<file path="src/rtl/hocc_pkg.sv">
// ----------------------------------------------------------------------------
// hocc_pkg
// Item types and controller/datapath handshake structs for the half-open
// connection counter.
// ----------------------------------------------------------------------------
`default_nettype none

package hocc_pkg;

  localparam int IP_W     = 32;
  localparam int RIDX_W   = 6;
  localparam int OIDX_W   = 6;
  localparam int OCNT_W   = 16;
  localparam int OUSED_W  = 7;

  localparam logic OP_PACKET = 1'b0;
  localparam logic OP_READ   = 1'b1;

  typedef struct packed {
    logic              opcode;
    logic              is_tcp;
    logic              flag_syn;
    logic              flag_ack;
    logic [IP_W-1:0]   src_ip;
    logic [IP_W-1:0]   dst_ip;
    logic [RIDX_W-1:0] read_index;
  } req_t;

  typedef struct packed {
    logic [OIDX_W-1:0]        entry_index;
    logic [IP_W-1:0]          entry_ip;
    logic signed [OCNT_W-1:0] entry_count;
    logic                     hit;
    logic                     inserted;
    logic                     table_full;
    logic                     half_open;
    logic [OUSED_W-1:0]       entries_used;
  } rsp_t;

  // controller -> datapath
  typedef struct packed {
    logic start;    // capture incoming item, clear scan state
    logic scan_en;  // step the lookup scan
    logic rd_sel;   // memory read address from read_index
    logic commit;   // apply update, form result
    logic xfer;     // move result to output register
  } ctl_cmd_t;

  // datapath -> controller
  typedef struct packed {
    logic in_read;  // incoming item is a table read
    logic in_scan;  // incoming item is a TCP SYN that needs a lookup
    logic match;    // scan found the key
    logic miss;     // scan exhausted the occupied entries
    logic out_free; // output register can take a result
  } ctl_status_t;

endpackage

`default_nettype wire

</file>
<file path="src/rtl/hocc_ctrl.sv">
// ----------------------------------------------------------------------------
// hocc_ctrl
// Sequencer: accept, lookup scan or read, commit, hand off result.
// ----------------------------------------------------------------------------
`default_nettype none

module hocc_ctrl
  import hocc_pkg::*;
(
  input  wire logic        clk,
  input  wire logic        rst,
  input  wire logic        req_valid,
  output logic             req_ready,
  input  wire ctl_status_t st,
  output ctl_cmd_t         cmd
);

  typedef enum logic [4:0] {
    S_IDLE   = 5'b00001,
    S_SCAN   = 5'b00010,
    S_RDADR  = 5'b00100,
    S_COMMIT = 5'b01000,
    S_EMIT   = 5'b10000
  } state_t;

  state_t state, state_next;

  always_ff @(posedge clk) begin
    if (rst) begin
      state <= S_IDLE;
    end else begin
      state <= state_next;
    end
  end

  always_comb begin
    state_next = state;
    cmd        = '0;
    req_ready  = 1'b0;
    unique case (state)
      S_IDLE: begin
        req_ready = 1'b1;
        if (req_valid) begin
          cmd.start = 1'b1;
          priority if (st.in_read) state_next = S_RDADR;
          else if (st.in_scan)     state_next = S_SCAN;
          else                     state_next = S_COMMIT;
        end
      end
      S_SCAN: begin
        cmd.scan_en = 1'b1;
        if (st.match || st.miss) state_next = S_COMMIT;
      end
      S_RDADR: begin
        cmd.rd_sel = 1'b1;
        state_next = S_COMMIT;
      end
      S_COMMIT: begin
        cmd.commit = 1'b1;
        state_next = S_EMIT;
      end
      S_EMIT: begin
        if (st.out_free) begin
          cmd.xfer   = 1'b1;
          state_next = S_IDLE;
        end
      end
      default: state_next = S_IDLE;
    endcase
  end

endmodule

`default_nettype wire

</file>
<file path="src/rtl/hocc_dp.sv">
// ----------------------------------------------------------------------------
// hocc_dp
// Address/count tables, lookup scan pipeline, update logic and result
// registers.
// ----------------------------------------------------------------------------
`default_nettype none

module hocc_dp
  import hocc_pkg::*;
#(
  parameter int ENTRIES    = 64,
  parameter int COUNT_BITS = 16
) (
  input  wire logic     clk,
  input  wire logic     rst,
  input  wire req_t     req,
  input  wire ctl_cmd_t cmd,
  output ctl_status_t   st,
  output logic          rsp_valid,
  input  wire logic     rsp_ready,
  output rsp_t          rsp
);

  localparam int IDX_W = (ENTRIES > 1) ? $clog2(ENTRIES) : 1;
  localparam int CNT_W = $clog2(ENTRIES + 1);
  localparam int CMP_W = (CNT_W > RIDX_W) ? CNT_W : RIDX_W;

  localparam logic signed [COUNT_BITS-1:0] CMAX = {1'b0, {(COUNT_BITS-1){1'b1}}};
  localparam logic signed [COUNT_BITS-1:0] CMIN = {1'b1, {(COUNT_BITS-1){1'b0}}};
  localparam logic signed [COUNT_BITS-1:0] CONE = COUNT_BITS'(1);

  logic [IP_W-1:0]              addr_mem [ENTRIES];
  logic signed [COUNT_BITS-1:0] cnt_mem  [ENTRIES];

  req_t                         item;
  logic [CNT_W-1:0]             used;
  logic [CNT_W-1:0]             scan_idx;
  logic [CNT_W-1:0]             pipe_idx;
  logic                         pipe_valid;
  logic [IP_W-1:0]              mem_a_q;
  logic signed [COUNT_BITS-1:0] mem_c_q;
  logic                         found;
  logic [IDX_W-1:0]             hit_idx;
  logic signed [COUNT_BITS-1:0] hit_cnt;
  rsp_t                         pend;

  logic                         syn_only;
  logic [IP_W-1:0]              key;
  logic [IDX_W-1:0]             rd_addr;
  logic                         issue;
  logic                         rd_occupied;
  logic                         has_room;
  logic signed [COUNT_BITS-1:0] new_cnt;
  logic                         wr_cnt;
  logic                         wr_ins;
  logic [IDX_W-1:0]             wr_addr;
  logic [CNT_W-1:0]             used_next;
  rsp_t                         pend_next;

  assign syn_only    = !item.flag_ack;
  assign key         = syn_only ? item.src_ip : item.dst_ip;
  assign issue       = cmd.scan_en && (scan_idx < used);
  assign rd_addr     = cmd.rd_sel ? IDX_W'(item.read_index) : scan_idx[IDX_W-1:0];
  assign rd_occupied = CMP_W'(item.read_index) < CMP_W'(used);
  assign has_room    = used < CNT_W'(ENTRIES);

  assign st.in_read  = (req.opcode == OP_READ);
  assign st.in_scan  = req.is_tcp && req.flag_syn;
  assign st.match    = pipe_valid && (mem_a_q == key);
  assign st.miss     = !st.match &&
                       ((used == '0) || (pipe_valid && (pipe_idx == CNT_W'(used - 1'b1))));
  assign st.out_free = !rsp_valid || rsp_ready;

  // saturating step on the matched entry
  always_comb begin
    if (syn_only) begin
      new_cnt = (hit_cnt == CMAX) ? hit_cnt : hit_cnt + CONE;
    end else begin
      new_cnt = (hit_cnt == CMIN) ? hit_cnt : hit_cnt - CONE;
    end
  end

  always_comb begin
    pend_next = '0;
    wr_cnt    = 1'b0;
    wr_ins    = 1'b0;
    wr_addr   = hit_idx;
    used_next = used;
    priority if (item.opcode == OP_READ) begin
      pend_next.entry_index = OIDX_W'(item.read_index);
      if (rd_occupied) begin
        pend_next.entry_ip    = mem_a_q;
        pend_next.entry_count = OCNT_W'(mem_c_q);
        pend_next.hit         = 1'b1;
        pend_next.half_open   = (mem_c_q > 0);
      end
    end else if (!(item.is_tcp && item.flag_syn)) begin
      pend_next = '0;
    end else if (found) begin
      wr_cnt                = 1'b1;
      pend_next.entry_index = OIDX_W'(hit_idx);
      pend_next.entry_ip    = key;
      pend_next.entry_count = OCNT_W'(new_cnt);
      pend_next.hit         = 1'b1;
      pend_next.half_open   = (new_cnt > 0);
    end else if (syn_only && has_room) begin
      wr_cnt                = 1'b1;
      wr_ins                = 1'b1;
      wr_addr               = used[IDX_W-1:0];
      used_next             = used + 1'b1;
      pend_next.entry_index = OIDX_W'(used);
      pend_next.entry_ip    = item.src_ip;
      pend_next.entry_count = OCNT_W'(CONE);
      pend_next.inserted    = 1'b1;
      pend_next.half_open   = 1'b1;
    end else if (syn_only) begin
      pend_next.entry_ip   = item.src_ip;
      pend_next.table_full = 1'b1;
    end else begin
      pend_next.entry_ip = item.dst_ip;
    end
    pend_next.entries_used = OUSED_W'(used_next);
  end

  // tables: one write port, one registered read port each
  always_ff @(posedge clk) begin
    if (cmd.commit && wr_ins) begin
      addr_mem[wr_addr] <= item.src_ip;
    end
    mem_a_q <= addr_mem[rd_addr];
  end

  always_ff @(posedge clk) begin
    if (cmd.commit && wr_cnt) begin
      cnt_mem[wr_addr] <= wr_ins ? CONE : new_cnt;
    end
    mem_c_q <= cnt_mem[rd_addr];
  end

  always_ff @(posedge clk) begin
    if (rst) begin
      used       <= '0;
      pipe_valid <= 1'b0;
      rsp_valid  <= 1'b0;
    end else begin
      if (cmd.start) begin
        pipe_valid <= 1'b0;
      end else begin
        pipe_valid <= issue;
      end
      if (cmd.commit) begin
        used <= used_next;
      end
      if (cmd.xfer) begin
        rsp_valid <= 1'b1;
      end else if (rsp_ready) begin
        rsp_valid <= 1'b0;
      end
    end
  end

  always_ff @(posedge clk) begin
    if (cmd.start) begin
      item     <= req;
      scan_idx <= '0;
      found    <= 1'b0;
    end else if (issue) begin
      scan_idx <= scan_idx + 1'b1;
    end
    if (issue) begin
      pipe_idx <= scan_idx;
    end
    // hold the matched entry; later reads overwrite the memory outputs
    if (cmd.scan_en && st.match) begin
      found   <= 1'b1;
      hit_idx <= pipe_idx[IDX_W-1:0];
      hit_cnt <= mem_c_q;
    end
    if (cmd.commit) begin
      pend <= pend_next;
    end
    if (cmd.xfer) begin
      rsp <= pend;
    end
  end

endmodule

`default_nettype wire

</file>
<file path="src/rtl/half_open_connection_counter.sv">
// ----------------------------------------------------------------------------
// half_open_connection_counter
// Table of IPv4 addresses with saturating counts of unanswered SYNs, plus
// indexed reads of table entries.
//
//   channel  dir  signals                       payload
//   req      in   req_valid / req_ready / req   req_t (opcode, flags, ips, index)
//   rsp      out  rsp_valid / rsp_ready / rsp   rsp_t (entry, count, status flags)
//
// A SYN or SYN-ACK scans the occupied entries until a match or the last one:
// the single table read port compares one stored address per cycle. A read
// sets the read address before commit; a packet with no lookup goes to commit.
// Reset clears the fill count and control; table contents are not cleared.
// The next item is accepted while a result waits in the output register; its
// own result then holds until that register is free.
// ----------------------------------------------------------------------------
`default_nettype none

module half_open_connection_counter
  import hocc_pkg::*;
#(
  parameter int ENTRIES    = 64,
  parameter int COUNT_BITS = 16
) (
  input  wire logic clk,
  input  wire logic rst,
  input  wire logic req_valid,
  output logic      req_ready,
  input  wire req_t req,
  output logic      rsp_valid,
  input  wire logic rsp_ready,
  output rsp_t      rsp
);

  ctl_cmd_t    cmd;
  ctl_status_t st;

  hocc_ctrl u_ctrl (
    .clk       (clk),
    .rst       (rst),
    .req_valid (req_valid),
    .req_ready (req_ready),
    .st        (st),
    .cmd       (cmd)
  );

  hocc_dp #(
    .ENTRIES    (ENTRIES),
    .COUNT_BITS (COUNT_BITS)
  ) u_dp (
    .clk       (clk),
    .rst       (rst),
    .req       (req),
    .cmd       (cmd),
    .st        (st),
    .rsp_valid (rsp_valid),
    .rsp_ready (rsp_ready),
    .rsp       (rsp)
  );

endmodule

`default_nettype wire
</file>
<file path="config.mk">
export PLATFORM = sky130hd
export DESIGN_NAME = half_open_connection_counter
export DESIGN_NICKNAME = d
export VERILOG_FILES = /design/src/rtl/hocc_pkg.sv /design/src/rtl/hocc_ctrl.sv /design/src/rtl/hocc_dp.sv /design/src/rtl/half_open_connection_counter.sv
export SDC_FILE = /design/constraint.sdc
export NUM_CORES = 2
export LEC_CHECK = 0
export ABC_AREA = 1
export BUFFER_PORTS_ARGS = -buffer_cell sky130_fd_sc_hd__buf_4
export CAP_MARGIN = 30
export CORE_MARGIN = 4
export CORE_UTILIZATION = 61
export CTS_CLUSTER_SIZE = 12
export DETAILED_ROUTE_END_ITERATION = 6
export MAX_ROUTING_LAYER = met4
export PLACE_DENSITY = 0.77
export SLEW_MARGIN = 20
export SYNTH_ARGS = -nofsm -noshare
export SYNTH_HDL_FRONTEND = slang
export SYNTH_SLANG_ARGS = --single-unit
</file>
<file path="constraint.sdc">
create_clock -name clk -period 8.1 [get_ports clk]
set_input_delay 1.62 -clock clk [delete_from_list [all_inputs] [get_ports clk]]
set_output_delay 1.62 -clock clk [all_outputs]
set_load 0.005 [all_outputs]
</file>
# Word level (Yosys, flattened, before mapping)

Memory sizes are Yosys's and may differ from the RTL's. A register that Yosys moved wholly into a read port is not among the register bits.
Cells that the tools add are included.

Bits in registers: 255
Logic and storage cells: 134
Bits of input ports: 78
RAM bits: 3,072
Memories kept: 2
Output and inout bits: 67

Memories:

| name          | depth | bits a word | read ports | clocked after Yosys merged registers in | write ports | RTL line      | RTL |
|---|---|---|---|---|---|---|---|
| u_dp.addr_mem | 64    | 32          | 1          | 1                                       | 1           | hocc_dp.sv:32 | `logic [IP_W-1:0] addr_mem [ENTRIES];` |
| u_dp.cnt_mem  | 64    | 16          | 1          | 1                                       | 1           | hocc_dp.sv:33 | `logic signed [COUNT_BITS-1:0] cnt_mem [ENTRIES];` |

Eq/ne operators: 12
$add $sub $neg: 5
Bitwise operators: 1
Order comparisons: 5
Mux-type cells: 55
Reductions and logical operators: 22

Operators by type and width:

| kind                    | count |
|---|---|
| $mux W16                | 4 |
| $mux W32                | 2 |
| $mux W58                | 1 |
| $mux W55                | 1 |
| $mux W54                | 1 |
| $mux W49                | 1 |
| $mux W6                 | 6 |
| $eq A16 B16 Y1 const B  | 2 |
| $eq A32 B32 Y1          | 1 |
| $gt A16 B1 Y1 const B   | 2 |
| $mux W1                 | 28 |
| $mux W7                 | 4 |
| $pmux W5 S5             | 1 |
| $add A16 B2 Y16 const B | 1 |
| $sub A16 B2 Y16 const B | 1 |
| $mux W5                 | 3 |
| $add A7 B1 Y7 const B   | 2 |
| $logic_and A1 B1 Y1     | 10 |
| $mux W4                 | 2 |
| $eq A7 B7 Y1            | 1 |
| $logic_not A7 Y1        | 1 |
| $lt A6 B7 Y1            | 1 |
| $lt A7 B7 Y1            | 1 |
| $lt A7 B7 Y1 const B    | 1 |
| 17 further kinds        | 22 |

# Depth between registers and ports, before layout

Depth in word-level cells: 9
Depth in mapped cells: 16
Mapped depth without buffers: 15

# Cells and area by module

A second synthesis with hierarchy kept.

Cells, all modules: 10,062
Area total of the unflattened synthesis: 133,514.3 um2

By module, submodules not included:

| module    | times used | sequential area each (um2) | area each (um2) | cells an instance |
|---|---|---|---|---|
| hocc_dp   | 1          | 100,546.4                  | 133,155.2       | 10,002 |
| hocc_ctrl | 1          | 100.1                      | 359.1           | 60 |

# Least setup slack after synthesis

Ideal clock, no wire load.

Path type: input -> register
Start: in req_valid
End: reg u_dp.scan_idx[0]
Required time: 7.974 ns
Library setup time: 0.126 ns
Buffers on the path: 0
Arrival time: 5.558 ns
Stages: 5
Slack: 2.416 ns
Cell sequence: inv_1 > nor2_1 > inv_1 > o21ai_0 > a21oi_1

RTL lines:

| item                 | RTL line                           | RTL |
|---|---|---|
| from (decl)          | half_open_connection_counter.sv:27 | `input wire logic req_valid,` |
| to (signal assigned) | hocc_dp.sv:168                     | `scan_idx <= scan_idx + 1'b1;` |
| to (decl)            | hocc_dp.sv:37                      | `logic [CNT_W-1:0] scan_idx;` |

# Worst setup path after layout

Start: reg u_dp.item[73] in the netlist's numbering
End: mem u_dp.addr_mem[13][15], enable pin

Word-level cells in the longest chain between the ends: 4

RTL lines:

| item                          | RTL line       | RTL |
|---|---|---|
| from (decl)                   | hocc_dp.sv:35  | `req_t item;` |
| from (signal assigned)        | hocc_dp.sv:164 | `item <= req;` |
| $mux W1                       | hocc_dp.sv:89  | `priority if (item.opcode == OP_READ) begin` |
| $logic_and A1 B1 Y1           | hocc_dp.sv:127 | `if (cmd.commit && wr_ins) begin` |
| $mux W1                       | hocc_dp.sv:127 |  |
| $mux W1 (not written as such) | hocc_dp.sv:128 | `addr_mem[wr_addr] <= item.src_ip;` |
| to (decl)                     | hocc_dp.sv:32  |  |

Parallel ways exist; a longest one is shown, timed or not.

==> metrics.md <==
| Metric | Value |
|---|---|
| IO Port Bufs | `144` |
| WP data arrival | `5.53 ns` |
| Status | `complete, but fails checks` |
| Max_cap viols | `0` |
| Top cells by count, synth | `nand2_1, edfxtp_1, nand3_1` |
| Root buffer cell | `clkbuf_16` |
| Sequential fraction of the synthesis area | `0.714` |
| CP top delay family | `buffers and inverters` |
| Mapped Area | `about 140000 um^2` |
| Pwr/cell area | `231 nW/um^2` |
| Least-Margin Pin Slew | `~1.3 ns` |
| R2R depth | `13` |
| FILL cells | `between 15k and 20k` |
| Vias in the first global route | `92.5k` |
| Routed WL | `~380 mm` |
| Top-area cell type share of the netlist area | `0.704` |
| Crit Path Max Fanout | `25` |
| Syn nets | `12.8k` |
| WHS Path Cells | `0` |
| Clock power share | `0.409` |
| Crit-path max cell delay | `roughly 0.69 ns` |
| Hold Path Class | `reg2reg` |
| # IOs | `145` |
| Worst-skew pair later-pin latency | `approximately 0.97 ns` |
| Post-synth ARST share | `0` |
| Hold WS | `roughly 0.4 ns` |
| Initial antenna violation count | `6` |
| Cell taking the most area after synthesis | `edfxtp_1` |
| GRT overflow | `0` |
| Dpl hpwl | `about 210 mm` |
| Buf/Inv on CP | `6` |
| Gr usage total | `0.321` |
| DIE WIDTH | `about 490 um` |
| Clock sinks | `around 3.4k` |
| Largest net degree at the start of global routing | `217` |
| Beginning of the critical path | `u_dp.item[73]$_DFFE_PP_` |
| Post-synth EDFFs | `between 3k and 4k` |
| HP Start | `u_dp.pend[19]$_DFFE_PP_` |
| Critical Path Source Type | `flip-flop` |
| Syn Area/Cell | `~11 um^2` |
| CTS Hold Bufs | `0` |
| Crit. End Element | `flip-flop` |
| Ratio of final minimum period to clock period | `0.606` |
| Tot Pwr | `~36 mW` |
| Leakage power | `60.2 nW` |
| Reg2reg end | `u_dp.addr_mem[13][15]$_DFFE_PP_` |
| Worst Skew | `around 0.084 ns` |
| Max_slew headroom | `0.119` |
| Total CTS buffers | `between 300 and 400` |
| CTS Buffer Depth | `4` |
| Max Freq | `204 MHz` |
| Net Sw Frac | `0.216` |
| First-pass GRT wire length | `560 mm` |
| Comb power frac | `0.048` |
| DRT iter0 DRCs | `about 13k` |
| DRT antenna net count | `0` |
| Crit path depth | `13` |
| P_sw | `between 7 and 8 mW` |
| Synth area leaders | `edfxtp_1, nand2_1, nand3_1, inv_1, o211ai_1` |
| R2r startpoint | `u_dp.item[73]$_DFFE_PP_` |
| Initial Util | `0.613` |
| TritonCTS clock tree | `done` |
| Flop2flop setup slack | `3.19 ns` |
| WL/cell | `around 23 um` |
| Die area | `~240000 um^2` |
| Core footprint | `230000 um^2` |
| Count leader, synth | `nand2_1` |
| Hold Fails Final Rpt | `0` |
| Layout cells sized above 1 | `0.0774` |
| NumNets Final | `about 13k` |
| Gpl congestion | `around 0.89` |
| Via/cell ratio | `around 6.0` |
| Syn Inst Count | `approximately 13k` |
| Std-Cell Rows | `176` |
| Reg clk slew, reported paths | `approximately 0.060 ns` |
| Setup_tns | `0 ns` |
| Layout Utilization | `0.678` |
| # resized after CTS | `0` |
| End of the critical path | `u_dp.addr_mem[13][15]$_DFFE_PP_` |
| Failing checks | `DRC` |
| DRC Markers | `21` |
| Synth unique cells | `48` |
| YS warnings | `0` |
| DIE HEIGHT | `around 500 um` |
| CP max stage cell | `inv_2` |
| CP required | `between 8 and 9 ns` |
| Main synth FF type | `edfxtp_1` |
| Sequential share of power | `0.543` |
| Setup CP Type | `reg2reg` |
| Unrepaired setup endpoints after global routing | `no` |
| Slew Viols, Final | `0` |
| Vias | `between 90k and 100k` |
| CTS H-Tree Depth | `5` |
| CP Cell Sequence | `inv_2, nand3_4, nor2_2, nand2_1, inv_2, nand2_1, o21ai_2, inv_1, nor2_1, clkinv_1, buf_4, nor3_2, buf_4` |
| Area grow syn2layout | `10.6%` |
| Postcts setup bufs | `0` |
| Cell internal pwr | `around 28 mW` |
| Non-Filler Instances | `16.0k` |
| Seq cells post-synth | `between 3k and 4k` |
| DRT Pass-1 Iters | `7` |
| VDD IR max | `about 230 uV` |
| Tmin final | `4.91 ns` |
| Final setup vio count | `0` |
| Post-Place Cells | `15.4k` |
[kinds of logic (layout without fill, tap and decap cells)]
family,Yosys count,after routing,share of synthesized area
DFF,3375,3375,0.714
xor gates and xnor gates,35,35,0.00217
buffers and inverters,1817,2072,0.0541
and+or+nand+nor,6957,6957,0.204
adders and majority gates,18,18,0.00160
other,0,9,0
AOI/OAI and AO/OA,495,495,0.0247
[power by group through the flow]
stage          Clock [mW]  Combinational (mW)  Sequential (mW)
3_3_place_gp            0                1.66             19.9
4_1_cts              14.9                1.72             19.6
2_1_floorplan           0               0.813             20.0
3_5_place_dp            0                1.71             19.9
5_1_grt              15.6                1.87             19.6
6_report             14.7                1.75             19.6
[final cells by class]
cell class                      count  area, um^2  area share
Multi-Input combinational cell   7505       33600       0.216
Clock buffer                      518        9870      0.0633
Timing Repair Buffer              405        3510      0.0225
Sequential cell                  3375      101000       0.645
Tap cell                         3026        3790      0.0243
Inverter                         1091        4110      0.0264
Antenna cell                        9        22.5    0.000144
Clock inverter                     58         385     0.00247
[state kept, by name, summed over array words and instances, names as in the netlist]
register and flops:
u_ctrl.state 5, u_dp.addr_mem 2048, u_dp.cnt_mem 1024, u_dp.found 1
u_dp.hit_cnt 16, u_dp.hit_idx 6, u_dp.item 74, u_dp.mem_a_q 32
u_dp.mem_c_q 16, u_dp.pend 65, u_dp.pipe_idx 7, u_dp.pipe_valid 1
u_dp.rsp 65, u_dp.rsp_valid 1, u_dp.scan_idx 7, u_dp.used 7
[placed cells by master, fill, tap and decap left out, types with 12 or more instances in the layout]
cell type and instances:
clkinv_2 15, o22ai_1 38, nor3_2 110, nand4_1 31, nor2_4 23, clkinv_1 36
a21oi_1 24, edfxtp_1 3305, o211ai_1 349, clkbuf_1 129, ha_1 18, dfxtp_1 70
nor2_1 97, nand2_1 4855, clkbuf_16 358, nor3_4 12, buf_12 31, inv_1 1077
buf_4 361, clkbuf_8 31, nand3_1 1795, o21ai_0 56, xor2_1 32
[through the flow]
step	instance area (um^2)	setup slack [ns]
after floorplan	141000	2.42
after global placement	145000	3.15
after detailed placement	146000	3.26
after CTS	156000	3.24
after global routing	156000	2.89
final	156000	3.19
[routing by layer]
metal / share of wire / track usage / vias up / routed length, um
li1: - / - / 43000 / -
met1: 0.36 / 0.414 / 45900 / 136000
met2: 0.47 / 0.497 / 5900 / 178000
met3: 0.10 / 0.0508 / 1017 / 38700
met4: 0.060 / 0.168 / 0 / 22400
met5: 0 / - / - / 0
[worst min-delay path by stage]
stage,end,slack [ns]
after global routing,u_dp.rsp[19]$_DFFE_PP_,0.42
after global placement,u_dp.rsp[8]$_DFFE_PP_,0.40
final,u_dp.rsp[19]$_DFFE_PP_,0.41
after floorplan,u_dp.rsp[0]$_DFFE_PP_,0.40
after CTS,u_dp.rsp[19]$_DFFE_PP_,0.40
after detailed placement,u_dp.rsp[27]$_DFFE_PP_,0.40
Power figures use the tool's default switching activity.
